**src/rtl/core/ale_pkg.sv**
```systemverilog
// ----------------------------------------------------------------------------
// ale_pkg
// Shared types and codes for the array list engine: command and result
// beats, command and status codes, store control group, default depth.
// ----------------------------------------------------------------------------
`default_nettype none

package ale_pkg;

	// default number of list entries
	localparam int DEF_LIST_DEPTH = 16;

	// command codes
	localparam logic [1:0] CMD_INSERT    = 2'd0;
	localparam logic [1:0] CMD_DELETE    = 2'd1;
	localparam logic [1:0] CMD_FIND_NEXT = 2'd2;
	localparam logic [1:0] CMD_FIND_PREV = 2'd3;

	// status codes
	localparam logic [1:0] ST_OK           = 2'd0;
	localparam logic [1:0] ST_BAD_POS      = 2'd1;
	localparam logic [1:0] ST_NOT_FOUND    = 2'd2;
	localparam logic [1:0] ST_NO_NEIGHBOUR = 2'd3;

	// command beat
	typedef struct packed {
		logic [1:0]         command;
		logic [4:0]         position;
		logic signed [31:0] operand_value;
	} cmd_beat_t;

	// result beat
	typedef struct packed {
		logic [1:0]         status;
		logic signed [31:0] neighbour_value;
		logic [4:0]         list_length;
	} rsp_beat_t;

	// store access enables from the sequencer
	typedef struct packed {
		logic rd_en;
		logic wr_en;
	} store_ctl_t;

endpackage : ale_pkg

`default_nettype wire

```
**src/rtl/core/ale_store.sv**
```systemverilog
// ----------------------------------------------------------------------------
// ale_store
// Entry store of the list: one write port and one read port with
// registered read data. Contents are undefined until written.
// ----------------------------------------------------------------------------
`default_nettype none

module ale_store #(
	parameter int LIST_DEPTH = ale_pkg::DEF_LIST_DEPTH,
	localparam int AW = $clog2(LIST_DEPTH)
) (
	input  wire                   clk,
	input  ale_pkg::store_ctl_t   ctl,
	input  wire [AW-1:0]          rd_addr,
	input  wire [AW-1:0]          wr_addr,
	input  wire [31:0]            wr_data,
	output logic [31:0]           rd_data
);
	import ale_pkg::*;

	logic [31:0] mem_q [LIST_DEPTH];

	// write port
	always_ff @(posedge clk) begin
		if (ctl.wr_en) begin
			mem_q[wr_addr] <= wr_data;
		end
	end

	// read port, registered
	always_ff @(posedge clk) begin
		if (ctl.rd_en) begin
			rd_data <= mem_q[rd_addr];
		end
	end

endmodule : ale_store

`default_nettype wire

```
**src/rtl/core/array_list_engine.sv**
```systemverilog
// Sequence from the command beat to a valid result beat: insert and delete
// move entries by a read state and a write state per entry moved, a find
// reads and compares one entry per pass, and a refused command goes straight
// to the result state; the store has one read port and one write port.
// Commands: one at a time, the next taken in the cycle after the result
// is loaded. Reset: count cleared, store left undefined, no clearing pass.
// ----------------------------------------------------------------------------
// array_list_engine
// Bounded ordered list of signed words with insert, delete and neighbour
// search, run by a small sequencer over one store and one index counter.
// ----------------------------------------------------------------------------
`default_nettype none

module array_list_engine #(
	parameter int LIST_DEPTH = ale_pkg::DEF_LIST_DEPTH
) (
	input  wire                 clk,
	input  wire                 arst_n,
	input  wire                 cmd_valid,
	output logic                cmd_stall,
	input  ale_pkg::cmd_beat_t  cmd,
	output logic                rsp_valid,
	input  wire                 rsp_stall,
	output ale_pkg::rsp_beat_t  rsp
);
	import ale_pkg::*;

	localparam int AW   = $clog2(LIST_DEPTH);
	localparam int CW   = $clog2(LIST_DEPTH + 1);
	localparam int CMPW = (CW > 5) ? CW : 5;

	typedef enum logic [6:0] {
		S_IDLE     = 7'b0000001,
		S_SHIFT_RD = 7'b0000010,
		S_SHIFT_WR = 7'b0000100,
		S_SCAN_RD  = 7'b0001000,
		S_SCAN_CHK = 7'b0010000,
		S_NB_TAKE  = 7'b0100000,
		S_RESP     = 7'b1000000
	} state_t;

	state_t             state_q, state_d;
	logic [CW-1:0]      count_q, count_d;
	logic [CW-1:0]      idx_q, idx_d;
	logic [CW-1:0]      pos_q, pos_d;
	logic               is_ins_q, is_ins_d;
	logic               is_next_q, is_next_d;
	logic [31:0]        val_q, val_d;
	logic [1:0]         status_q, status_d;
	logic [31:0]        nb_q, nb_d;

	store_ctl_t         st_ctl;
	logic [CW-1:0]      rd_idx, wr_idx;
	logic [AW-1:0]      rd_addr, wr_addr;
	logic [31:0]        wr_data, rd_data;

	logic               accept;
	logic               rsp_free;
	logic [CMPW-1:0]    pos_w, cnt_w;
	logic [CW-1:0]      idx_inc;

	assign accept    = cmd_valid && !cmd_stall;
	assign cmd_stall = (state_q != S_IDLE);
	assign rsp_free  = !rsp_valid || !rsp_stall;
	assign pos_w     = CMPW'(cmd.position);
	assign cnt_w     = CMPW'(count_q);
	assign idx_inc   = idx_q + CW'(1);
	assign rd_addr   = rd_idx[AW-1:0];
	assign wr_addr   = wr_idx[AW-1:0];

	// sequencer
	always_comb begin
		state_d   = state_q;
		count_d   = count_q;
		idx_d     = idx_q;
		pos_d     = pos_q;
		is_ins_d  = is_ins_q;
		is_next_d = is_next_q;
		val_d     = val_q;
		status_d  = status_q;
		nb_d      = nb_q;
		st_ctl    = '0;
		rd_idx    = idx_q;
		wr_idx    = idx_q;
		wr_data   = rd_data;
		case (state_q)
			S_IDLE: begin
				if (accept) begin
					val_d     = cmd.operand_value;
					pos_d     = CW'(cmd.position);
					is_ins_d  = (cmd.command == CMD_INSERT);
					is_next_d = (cmd.command == CMD_FIND_NEXT);
					status_d  = ST_OK;
					nb_d      = '0;
					case (cmd.command)
						CMD_INSERT: begin
							if ((count_q >= CW'(LIST_DEPTH)) || (pos_w > cnt_w)) begin
								status_d = ST_BAD_POS;
								state_d  = S_RESP;
							end else begin
								idx_d   = count_q;
								state_d = S_SHIFT_RD;
							end
						end
						CMD_DELETE: begin
							if ((cmd.position == 5'd0) || (pos_w > cnt_w)) begin
								status_d = ST_BAD_POS;
								state_d  = S_RESP;
							end else begin
								idx_d   = CW'(cmd.position);
								state_d = S_SHIFT_RD;
							end
						end
						default: begin
							idx_d   = '0;
							state_d = S_SCAN_RD;
						end
					endcase
				end
			end
			// read the entry to move, or finish the shift
			S_SHIFT_RD: begin
				if (is_ins_q) begin
					if (idx_q > pos_q) begin
						rd_idx       = idx_q - CW'(1);
						st_ctl.rd_en = 1'b1;
						state_d      = S_SHIFT_WR;
					end else begin
						wr_idx       = pos_q;
						wr_data      = val_q;
						st_ctl.wr_en = 1'b1;
						count_d      = count_q + CW'(1);
						state_d      = S_RESP;
					end
				end else begin
					if (idx_q < count_q) begin
						rd_idx       = idx_q;
						st_ctl.rd_en = 1'b1;
						state_d      = S_SHIFT_WR;
					end else begin
						count_d = count_q - CW'(1);
						state_d = S_RESP;
					end
				end
			end
			// write the moved entry one place up or down
			S_SHIFT_WR: begin
				st_ctl.wr_en = 1'b1;
				if (is_ins_q) begin
					wr_idx = idx_q;
					idx_d  = idx_q - CW'(1);
				end else begin
					wr_idx = idx_q - CW'(1);
					idx_d  = idx_inc;
				end
				state_d = S_SHIFT_RD;
			end
			// read the next entry to compare, or report not found at the end
			S_SCAN_RD: begin
				if (idx_q < count_q) begin
					st_ctl.rd_en = 1'b1;
					state_d      = S_SCAN_CHK;
				end else begin
					status_d = ST_NOT_FOUND;
					state_d  = S_RESP;
				end
			end
			// compare, and on a hit fetch the neighbour
			S_SCAN_CHK: begin
				if (rd_data == val_q) begin
					if (is_next_q) begin
						if (idx_inc >= count_q) begin
							status_d = ST_NO_NEIGHBOUR;
							state_d  = S_RESP;
						end else begin
							rd_idx       = idx_inc;
							st_ctl.rd_en = 1'b1;
							state_d      = S_NB_TAKE;
						end
					end else begin
						if (idx_q == '0) begin
							status_d = ST_NO_NEIGHBOUR;
							state_d  = S_RESP;
						end else begin
							rd_idx       = idx_q - CW'(1);
							st_ctl.rd_en = 1'b1;
							state_d      = S_NB_TAKE;
						end
					end
				end else begin
					idx_d   = idx_inc;
					state_d = S_SCAN_RD;
				end
			end
			S_NB_TAKE: begin
				nb_d    = rd_data;
				state_d = S_RESP;
			end
			// hand the result to the output register
			S_RESP: begin
				if (rsp_free) begin
					state_d = S_IDLE;
				end
			end
			default: begin
				state_d = S_IDLE;
			end
		endcase
	end

	// control state
	always_ff @(posedge clk or negedge arst_n) begin
		if (!arst_n) begin
			state_q <= S_IDLE;
			count_q <= '0;
		end else begin
			state_q <= state_d;
			count_q <= count_d;
		end
	end

	// working registers
	always_ff @(posedge clk) begin
		idx_q     <= idx_d;
		pos_q     <= pos_d;
		is_ins_q  <= is_ins_d;
		is_next_q <= is_next_d;
		val_q     <= val_d;
		status_q  <= status_d;
		nb_q      <= nb_d;
	end

	// result beat register
	always_ff @(posedge clk or negedge arst_n) begin
		if (!arst_n) begin
			rsp_valid <= 1'b0;
		end else if ((state_q == S_RESP) && rsp_free) begin
			rsp_valid <= 1'b1;
		end else if (!rsp_stall) begin
			rsp_valid <= 1'b0;
		end
	end

	always_ff @(posedge clk) begin
		if ((state_q == S_RESP) && rsp_free) begin
			rsp.status          <= status_q;
			rsp.neighbour_value <= nb_q;
			rsp.list_length     <= 5'(count_q);
		end
	end

	// entry store
	ale_store #(
		.LIST_DEPTH (LIST_DEPTH)
	) u_store (
		.clk     (clk),
		.ctl     (st_ctl),
		.rd_addr (rd_addr),
		.wr_addr (wr_addr),
		.wr_data (wr_data),
		.rd_data (rd_data)
	);

endmodule : array_list_engine

`default_nettype wire
```
**config.mk**
```make
export PLATFORM = sky130hd
export DESIGN_NAME = array_list_engine
export DESIGN_NICKNAME = d
export VERILOG_FILES = /design/src/rtl/core/ale_pkg.sv /design/src/rtl/core/ale_store.sv /design/src/rtl/core/array_list_engine.sv
export SDC_FILE = /design/constraint.sdc
export NUM_CORES = 1
export LEC_CHECK = 0
export BUFFER_PORTS_ARGS = -buffer_cell sky130_fd_sc_hd__buf_2
export CAP_MARGIN = 20
export CORE_AREA = 2 2 264 266
export DETAILED_ROUTE_END_ITERATION = 6
export DIE_AREA = 0 0 266 268
export GPL_TIMING_DRIVEN = 0
export PLACE_DENSITY_LB_ADDON = 0.05
export SKIP_LAST_GASP = 1
export SYNTH_ARGS = -nofsm -noshare
export SYNTH_HDL_FRONTEND = slang
export SYNTH_SLANG_ARGS = --single-unit
```
**constraint.sdc**
```tcl
create_clock -name clk -period 6.68 [get_ports clk]
set_input_delay 1.002 -clock clk [delete_from_list [all_inputs] [get_ports clk]]
set_output_delay 1.002 -clock clk [all_outputs]
set_load 0.01 [all_outputs]
```
==> reports/results.ini, run 1 <==
[routing]
ant_nets = 0
detail_route.wl_per_cell_um = 27.4
totalWireLength_um = 72400
via_per_inst = 5.39
dr.first_iter.drc_count = 1312
drc_errors = 0
vias = 14236
detailedRoute.firstPassIterationCount = 5

[sta]
finalWorstSetupSlack_ns = 1.13
rsz0062_at_grt = false
hold_violations = 0
slew_headroom_pct = 29.8
fin_crit_sh_pct = 83.1
max_freq_ghz = 0.180
clock_skew_ns = 0.0179
slew_violations = 0
fin_hold_ws_ns = 0.278
setup-violations-final = 0
worstMarginPinSlew_ns = 1.04
min_period_ns = 5.55

[yosys]
synth_top_area_share_pct = 73.2
syn_area_per_cell_um2 = 17.8
yosysWarnings = 0
synth_top_cell_by_area = edfxtp_1
ys_seq_elements = 674
yosysMostFrequentCell = edfxtp_1
yosysSeqAreaShare_pct = 74.4
synth_cell_types = 66
synthCells = 1522
synth_area_leaders = edfxtp_1 73%, mux2i_1 7.4%, o22ai_1 2.1%, mux4_2 2.0%, mux2_2 1.5%
synth-edff-count = 661
synth.cell_area_mm2 = 0.0271
synthesis.nets = 1594
synthFlopType = edfxtp_1
ys_top_cells_by_count = 661 x edfxtp_1, 200 x mux2i_1, 92 x o22ai_1
synthArstFlopShare_pct = 1.93

[cells_and_area]
antenna_cells = 0
design_area_mm2 = 0.0316
syn_to_final_growth_pct = 16.7
fin_nets = 1779
layout-drive-gt1-share_pct = 19.5

[placed_design]
post-dp-hpwl_um = 46700
portBuffers = 82
placed_area_mm2 = 0.0293
gp_congestion = 0.803
place_ws_ns = 1.03

[global_route]
antenna_found_initial = 2
grt_pass1_vias = 14541
gr-total-overflow = 0
grt_max_degree = 23
grt_first_pass_wirelength_um = 103000
grt_use_total_pct = 20.6

[power]
pwr_density_cell_mw_per_mm2 = 377
totalPowerFinal_mw = 11.9
p_leak_nw = 10.9
vdd_drop_max_mv = 0.176

[floorplanning]
floorplan.initialDensity_pct = 39.7
die_x_um = 266
core_area_mm2 = 0.0682
boundaryPins = 84
dieArea_mm2 = 0.0713
row_count = 96
die_h_um = 268

[setup_path]
startpoint_type = flop
cp.required_ns = 7.02
crit_arrival_ns = 5.89
cp-end-kind = flop
path_class = reg2reg
cp_max_fo = 10

[clock_network]
post_cts_buffers = 0
cts_resized = 0
holdBufCountCts = 0
clock_latency_ns = 0.62
cts_buffers = 75
clk_path_buf_depth = 3
cts_tree = built
cts_sinks = 674
clockRootBuffer = clkbuf_16
htree_levels = 3
clk_pin_slew_worst_paths_ns = 0.06

[run_status]
outcome = finished clean

[min_path]
holdCritPathClass = in2async

[flow_run]
cap_violations = 0

[report_power, final]
part	internal, mW	switching [mW]
Combinational	0.986	1.71
Clock	2.28	1.65
Sequential	5.11	0.179
Total	8.38	3.54
[area by class of cell]
type                    count  area (um2)
clock inverters            43         363
flip-flops and latches    674       20200
multi-input cells         764        6650
clock buffers              88        1950
plain buffers              67         373
fillers                  5887       36600
well taps                 882        1100
repair buffers            108         963
inverters                  17        63.8
[worst max-delay path: stages (launching register included)]
cell and delay (ns):
edfxtp_1 0.48, xor2_1 0.24, nor4_1 0.73, nand4_1 0.51, nor3_1 0.79, o211ai_1 0.29, o211ai_1 0.73, clkbuf_1 0.76
o22ai_1 0.21, or4b_1 0.52
[worst paths after layout]
path	from	end	slack [ns]	depth (start not counted)
max in group asynchronous	arst_n	state_q[0]	6.11	1
worst min-delay path	arst_n	state_q[1]	0.28	1
worst min register to register	nb_q[19]	rsp[24]	0.42	0
worst max-delay path	u_store.rd_data[5]	u_store.rd_data[2]	1.13	9
worst max register to register	u_store.rd_data[5]	u_store.rd_data[2]	1.13	9
min in group clk	nb_q[19]	rsp[24]	0.42	0
[stage by stage]
step | util, % | cells | TNS (ns)
2_1_floorplan | - | 1522 | 0
3_3_place_gp | 42.0 | 2486 | -121.40
3_5_place_dp | 43.0 | 2512 | 0
4_1_cts | 46.4 | 2643 | 0
5_1_grt | 46.4 | 2643 | 0
6_report | 46.4 | 2643 | 0
[per-layer routing]
| layer | up-vias | track usage (%) | wire [um] |
|---|---|---|---|
| met1 | 7309 | 27.8 | 32400 |
| met4 | 0 | 6.32 | 1670 |
| met2 | 337 | 34.5 | 35300 |
| met3 | 100 | 3.13 | 3150 |
| li1 | 6490 | - | - |
| met5 | - | 0 | 0 |
[cell usage in the layout, fill, tap and decap left out, types with 5 or more instances in the layout]
master / instances
a21o_1: 5
a21oi_1: 15
a221o_1: 5
a31oi_1: 8
and2_1: 35
buf_12: 21
buf_16: 6
buf_2: 114
buf_6: 5
bufinv_16: 5
clkbuf_1: 38
clkbuf_16: 76
clkinv_1: 17
clkinv_2: 14
dfrtp_1: 12
edfxtp_1: 661
ha_1: 28
inv_1: 17
mux2_2: 35
mux2i_1: 200
mux4_1: 6
mux4_2: 24
nand2_1: 62
nand2b_1: 8
nand3_1: 16
nand4_1: 6
nor2_1: 20
nor2_4: 17
nor2b_1: 7
nor3_1: 7
nor4_1: 8
o211ai_1: 5
o21a_1: 7
o21ai_0: 17
o22ai_1: 92
or4b_1: 30
xnor2_1: 9
xor2_1: 35
[registers in the layout, summed over array words and instances (netlist names)]
signal	flops
cnt_w	5
idx_q	5
is_ins_q	1
is_next_q	1
nb_q	32
pos_q	5
rsp	39
rsp_valid	1
state_q	7
status_q	2
u_store.mem_q	512
u_store.rd_data	32
val_q	32
[cell families (layout without fill, tap and decap cells)]
family	Yosys count	count (layout)	share of synthesized area (%)
AO/OA/AOI/OAI	181	181	4.51
XOR/XNOR	44	44	1.42
adder cells (fa/ha/maj)	29	29	1.37
buffers and inverters	84	323	1.61
flip-flops	674	674	74.4
multiplexers	265	265	11.4
AND/OR/NAND/NOR	245	245	5.27
(Power assumes the default switching activity.)
==> inputs of run 2 (changes only) <==
Settings changed: ABC_AREA set to 1, CORE_AREA 2 2 264 266 to 2 2 278 280, DIE_AREA 0 0 266 268 to 0 0 280 282.
Clock period 6.68 ns to 5.39 ns, I/O delays scaled along.
==> run 2 against run 1 <==
Effect of this change: synthesized area rose by 11%; via count rose by 43%; clock-buffer cell count rose by 4; sequential share of layout area fell by 5.9 points; synthesized cell count rose by 78%.
==> reports/results.ini, run 2 <==
[yosys]
yosysSeqAreaShare_pct = 67.1  ; -7.3 points
synthArstFlopShare_pct = 1.93  ; unchanged
synthCells = 2704  ; +78%
synth_cell_types = 43  ; -35%
synth_top_cell_by_area = edfxtp_1
yosysMostFrequentCell = edfxtp_1
synth_fa_ha_area_share_pct = 1.23  ; -0.13 points
ys_top_cells_by_count = 661 x edfxtp_1, 653 x nand2_1, 506 x nand3_1
yosys.area_share.simple_pct = 21.7  ; +16 points
synth_top_family_by_area = simple AND/OR/NAND/NOR gates
synthesis.nets = 2776  ; +74%
synth_area_leaders = edfxtp_1 66%, nand3_1 8.4%, nand2_1 8.2%, inv_1 3.8%, nand3b_1 3.2%
synth_top_area_share_pct = 66.1  ; -7.1 points
yosysWarnings = 0  ; unchanged
muxShareOfSynthArea_pct = 0.637  ; -11 points
synthXorXnorAreaFrac_pct = 1.08  ; -0.34 points
ys_seq_elements = 674  ; unchanged
synth.cell_area_mm2 = 0.0300  ; +11%
synth_compound_area_share_pct = 1.44  ; -3.1 points
synthFlopType = edfxtp_1
synth-edff-count = 661  ; unchanged
syn_area_per_cell_um2 = 11.1  ; -38%

[routing]
dr.first_iter.drc_count = 1855  ; +41%
detailedRoute.firstPassIterationCount = 6  ; +1
vias = 20310  ; +43%
totalWireLength_um = 89600  ; +24%
via_per_inst = 5.16  ; -4.2%
detail_route.wl_per_cell_um = 22.8  ; -17%
drc_errors = 0  ; unchanged
ant_nets = 0  ; unchanged

[sta]
slew_headroom_pct = 32.9  ; +3.0 points
hold_violations = 0  ; unchanged
rsz0062_at_grt = false
slew_violations = 0  ; unchanged
fin_hold_ws_ns = 0.0610  ; -0.217 ns
max_freq_ghz = 0.214  ; +19%
worstMarginPinSlew_ns = 1.01  ; -0.0377 ns
setup-violations-final = 0  ; unchanged
min_period_ns = 4.68  ; -0.871 ns
clock_skew_ns = 0.0265  ; +0.00859 ns
fin_crit_sh_pct = 86.8  ; +3.7 points

[setup_path]
crit-reg2reg-launch = idx_q[1]
crit_arrival_ns = 5.05  ; -0.84 ns
crit_path_cell_trace = ha_1 > nand3_1 > xor2_1 > inv_1 > ha_1 > a21oi_1 > nand3_1 > nor2_1 > nand2_1 > o21ai_0 > nor2_1 > nand2_1 > nand4_1 > nand2_1 > clkbuf_1 > nand3_1 > nand3_1 > nand2_1
cp_max_fo = 10  ; unchanged
worst_r2r_path_depth = 18  ; +9
r2r-end = u_store.rd_data[24]
cp.required_ns = 5.76  ; -1.26 ns
crit_family = simple AND/OR/NAND/NOR gates
startpoint_type = flop
path_class = reg2reg
cp-end-kind = flop
cpMaxStageDelayCell = clkbuf_1
r2r_slack_ns = 0.71  ; -0.42 ns
setup.worst_path.start = idx_q[1]
crit_path_max_incr_delay_ns = 0.64  ; -0.15 ns
worst-path-buf-inv = 2  ; +1

[run_status]
outcome = finished clean

[clock_network]
cts_sinks = 674  ; unchanged
cts_buffers = 77  ; +2.7%
clock_latency_ns = 0.64  ; +0.02 ns
post_cts_buffers = 0  ; unchanged
cts_resized = 0  ; unchanged
clk_pin_slew_worst_paths_ns = 0.06  ; about the same
clk_path_buf_depth = 3  ; unchanged
holdBufCountCts = 0  ; unchanged
clockRootBuffer = clkbuf_16
cts_tree = built
htree_levels = 3  ; unchanged

[global_route]
gr-total-overflow = 0  ; unchanged
grt_max_degree = 33  ; +43%
antenna_found_initial = 1  ; -1
grt_pass1_vias = 19464  ; +34%
grt_use_total_pct = 22.8  ; +2.2 points
grt_first_pass_wirelength_um = 130000  ; +26%

[floorplanning]
boundaryPins = 84  ; unchanged
dieArea_mm2 = 0.0790  ; +11%
floorplan.initialDensity_pct = 39.7  ; -0.046 points
die_x_um = 280  ; +5.3%
row_count = 101  ; +5.2%
die_h_um = 282  ; +5.2%
core_area_mm2 = 0.0757  ; +11%

[cells_and_area]
top_register = u_store.mem_q
syn_to_final_growth_pct = 16.0
final_common_cell = edfxtp_1
layout-drive-gt1-share_pct = 14.5  ; -5.0 points
fin_nets = 2973  ; +67%
antenna_cells = 0  ; unchanged
reg_top3 = u_store.mem_q: 512 flops, rsp: 39 flops
final_cell_mix = 661 x edfxtp_1, 653 x nand2_1, 505 x nand3_1, 306 x inv_1, 159 x buf_2
largest_reg_flops = 512  ; unchanged
design_area_mm2 = 0.0349  ; +10%
post-route-util_pct = 46.1  ; -0.32 points

[min_path]
holdCritPathClass = in2async

[power]
p_leak_nw = 13.9  ; +27%
p_clk_share_pct = 28.6  ; -4.3 points
vdd_drop_max_mv = 0.220  ; +25%
swShare_pct = 37.6  ; +7.9 points
pwr-share-comb_pct = 34.6  ; +12 points
pwr_density_cell_mw_per_mm2 = 516  ; +37%
totalPowerFinal_mw = 18.0  ; +51%
internal_power_mw = 11.2  ; +34%
p_sw_mw = 6.76  ; +91%
seqPwrFrac_pct = 36.8  ; -7.6 points

[placed_design]
placed_area_mm2 = 0.0324  ; +11%
gp_congestion = 0.841  ; +4.7%
portBuffers = 83  ; +1.2%
post-dp-hpwl_um = 62500  ; +34%

[flow_run]
cap_violations = 0  ; unchanged

==> run 2: cell types whose count changed after synthesis, moves of 84 or more <==
cell	previous run	this run
nand2_1	62	653
mux2i_1	200	0
nand3b_1	0	129
o22ai_1	92	8
nand3_1	16	506
inv_1	17	306
==> run 2: logic make-up after synthesis <==
group           Yosys count
simple gates           1409
flops                   674
buf+inv                 465
compound gates           73
xor+xnor                 37
fa+ha+maj                29
mux                      17
==> run 2: area by class of cell <==
cell class	instances	area [um2]
Sequential cell	674	20200
Inverter	323	1210
Buffer	142	827
Multi-Input combinational cell	1565	7990
Fill cell	6985	40800
Clock inverter	46	393
Timing Repair Buffer	118	985
Clock buffer	92	2060
Tap cell	978	1220
==> run 2: through the flow <==
| stage | setup TNS, ns | worst slack, ns | cells |
|---|---|---|---|
| 3_3_place_gp | -270.16 | -1.40 | 3765 |
| 3_5_place_dp | 0 | 0.819 | 3800 |
| 5_1_grt | 0 | 0.538 | 3938 |
| 6_report | 0 | 0.710 | 3938 |
| 4_1_cts | 0 | 0.805 | 3938 |
| 2_1_floorplan | 0 | 1.15 | 2704 |
==> run 2: power by group through the flow <==
| stage | clock network, mW | logic, mW | registers (mW) |
|---|---|---|---|
| after floorplan | 0 | 3.88 | 6.65 |
| after global placement | 0 | 6.00 | 6.76 |
| after detailed placement | 0 | 6.21 | 6.73 |
| after CTS | 5.25 | 6.22 | 6.63 |
| after global routing | 5.45 | 6.81 | 6.65 |
| final | 5.14 | 6.22 | 6.62 |
==> run 2: worst max path at each step <==
stage               depth (start not counted)  slack [ns]             endpoint
floorplan                                   7        1.15              nb_q[0]
global route                               20        0.54  u_store.rd_data[28]
finish                                     18        0.71  u_store.rd_data[24]
global placement                            7       -1.40             nb_q[24]
detailed placement                         20        0.82  u_store.rd_data[28]
CTS                                        20        0.81  u_store.rd_data[28]
==> run 2: worst reg2reg max path, stage by stage, from the launching register on <==
cell and delay (ns):
edfxtp_1 0.57, ha_1 0.29, nand3_1 0.10, xor2_1 0.20, inv_1 0.09, ha_1 0.29
a21oi_1 0.16, nand3_1 0.14, nor2_1 0.18, nand2_1 0.10, o21ai_0 0.08, nor2_1 0.05
nand2_1 0.07, nand4_1 0.08, nand2_1 0.60, clkbuf_1 0.65, nand3_1 0.39, nand3_1 0.27
nand2_1 0.09
==> run 2: layer usage <==
metal	vias up	global-route usage (%)	part of all wire [%]
met5	-	0	0
met1	9965	32.3	45
li1	9631	-	-
met3	103	3.04	6.1
met2	611	36.9	47
met4	0	6.18	1.9
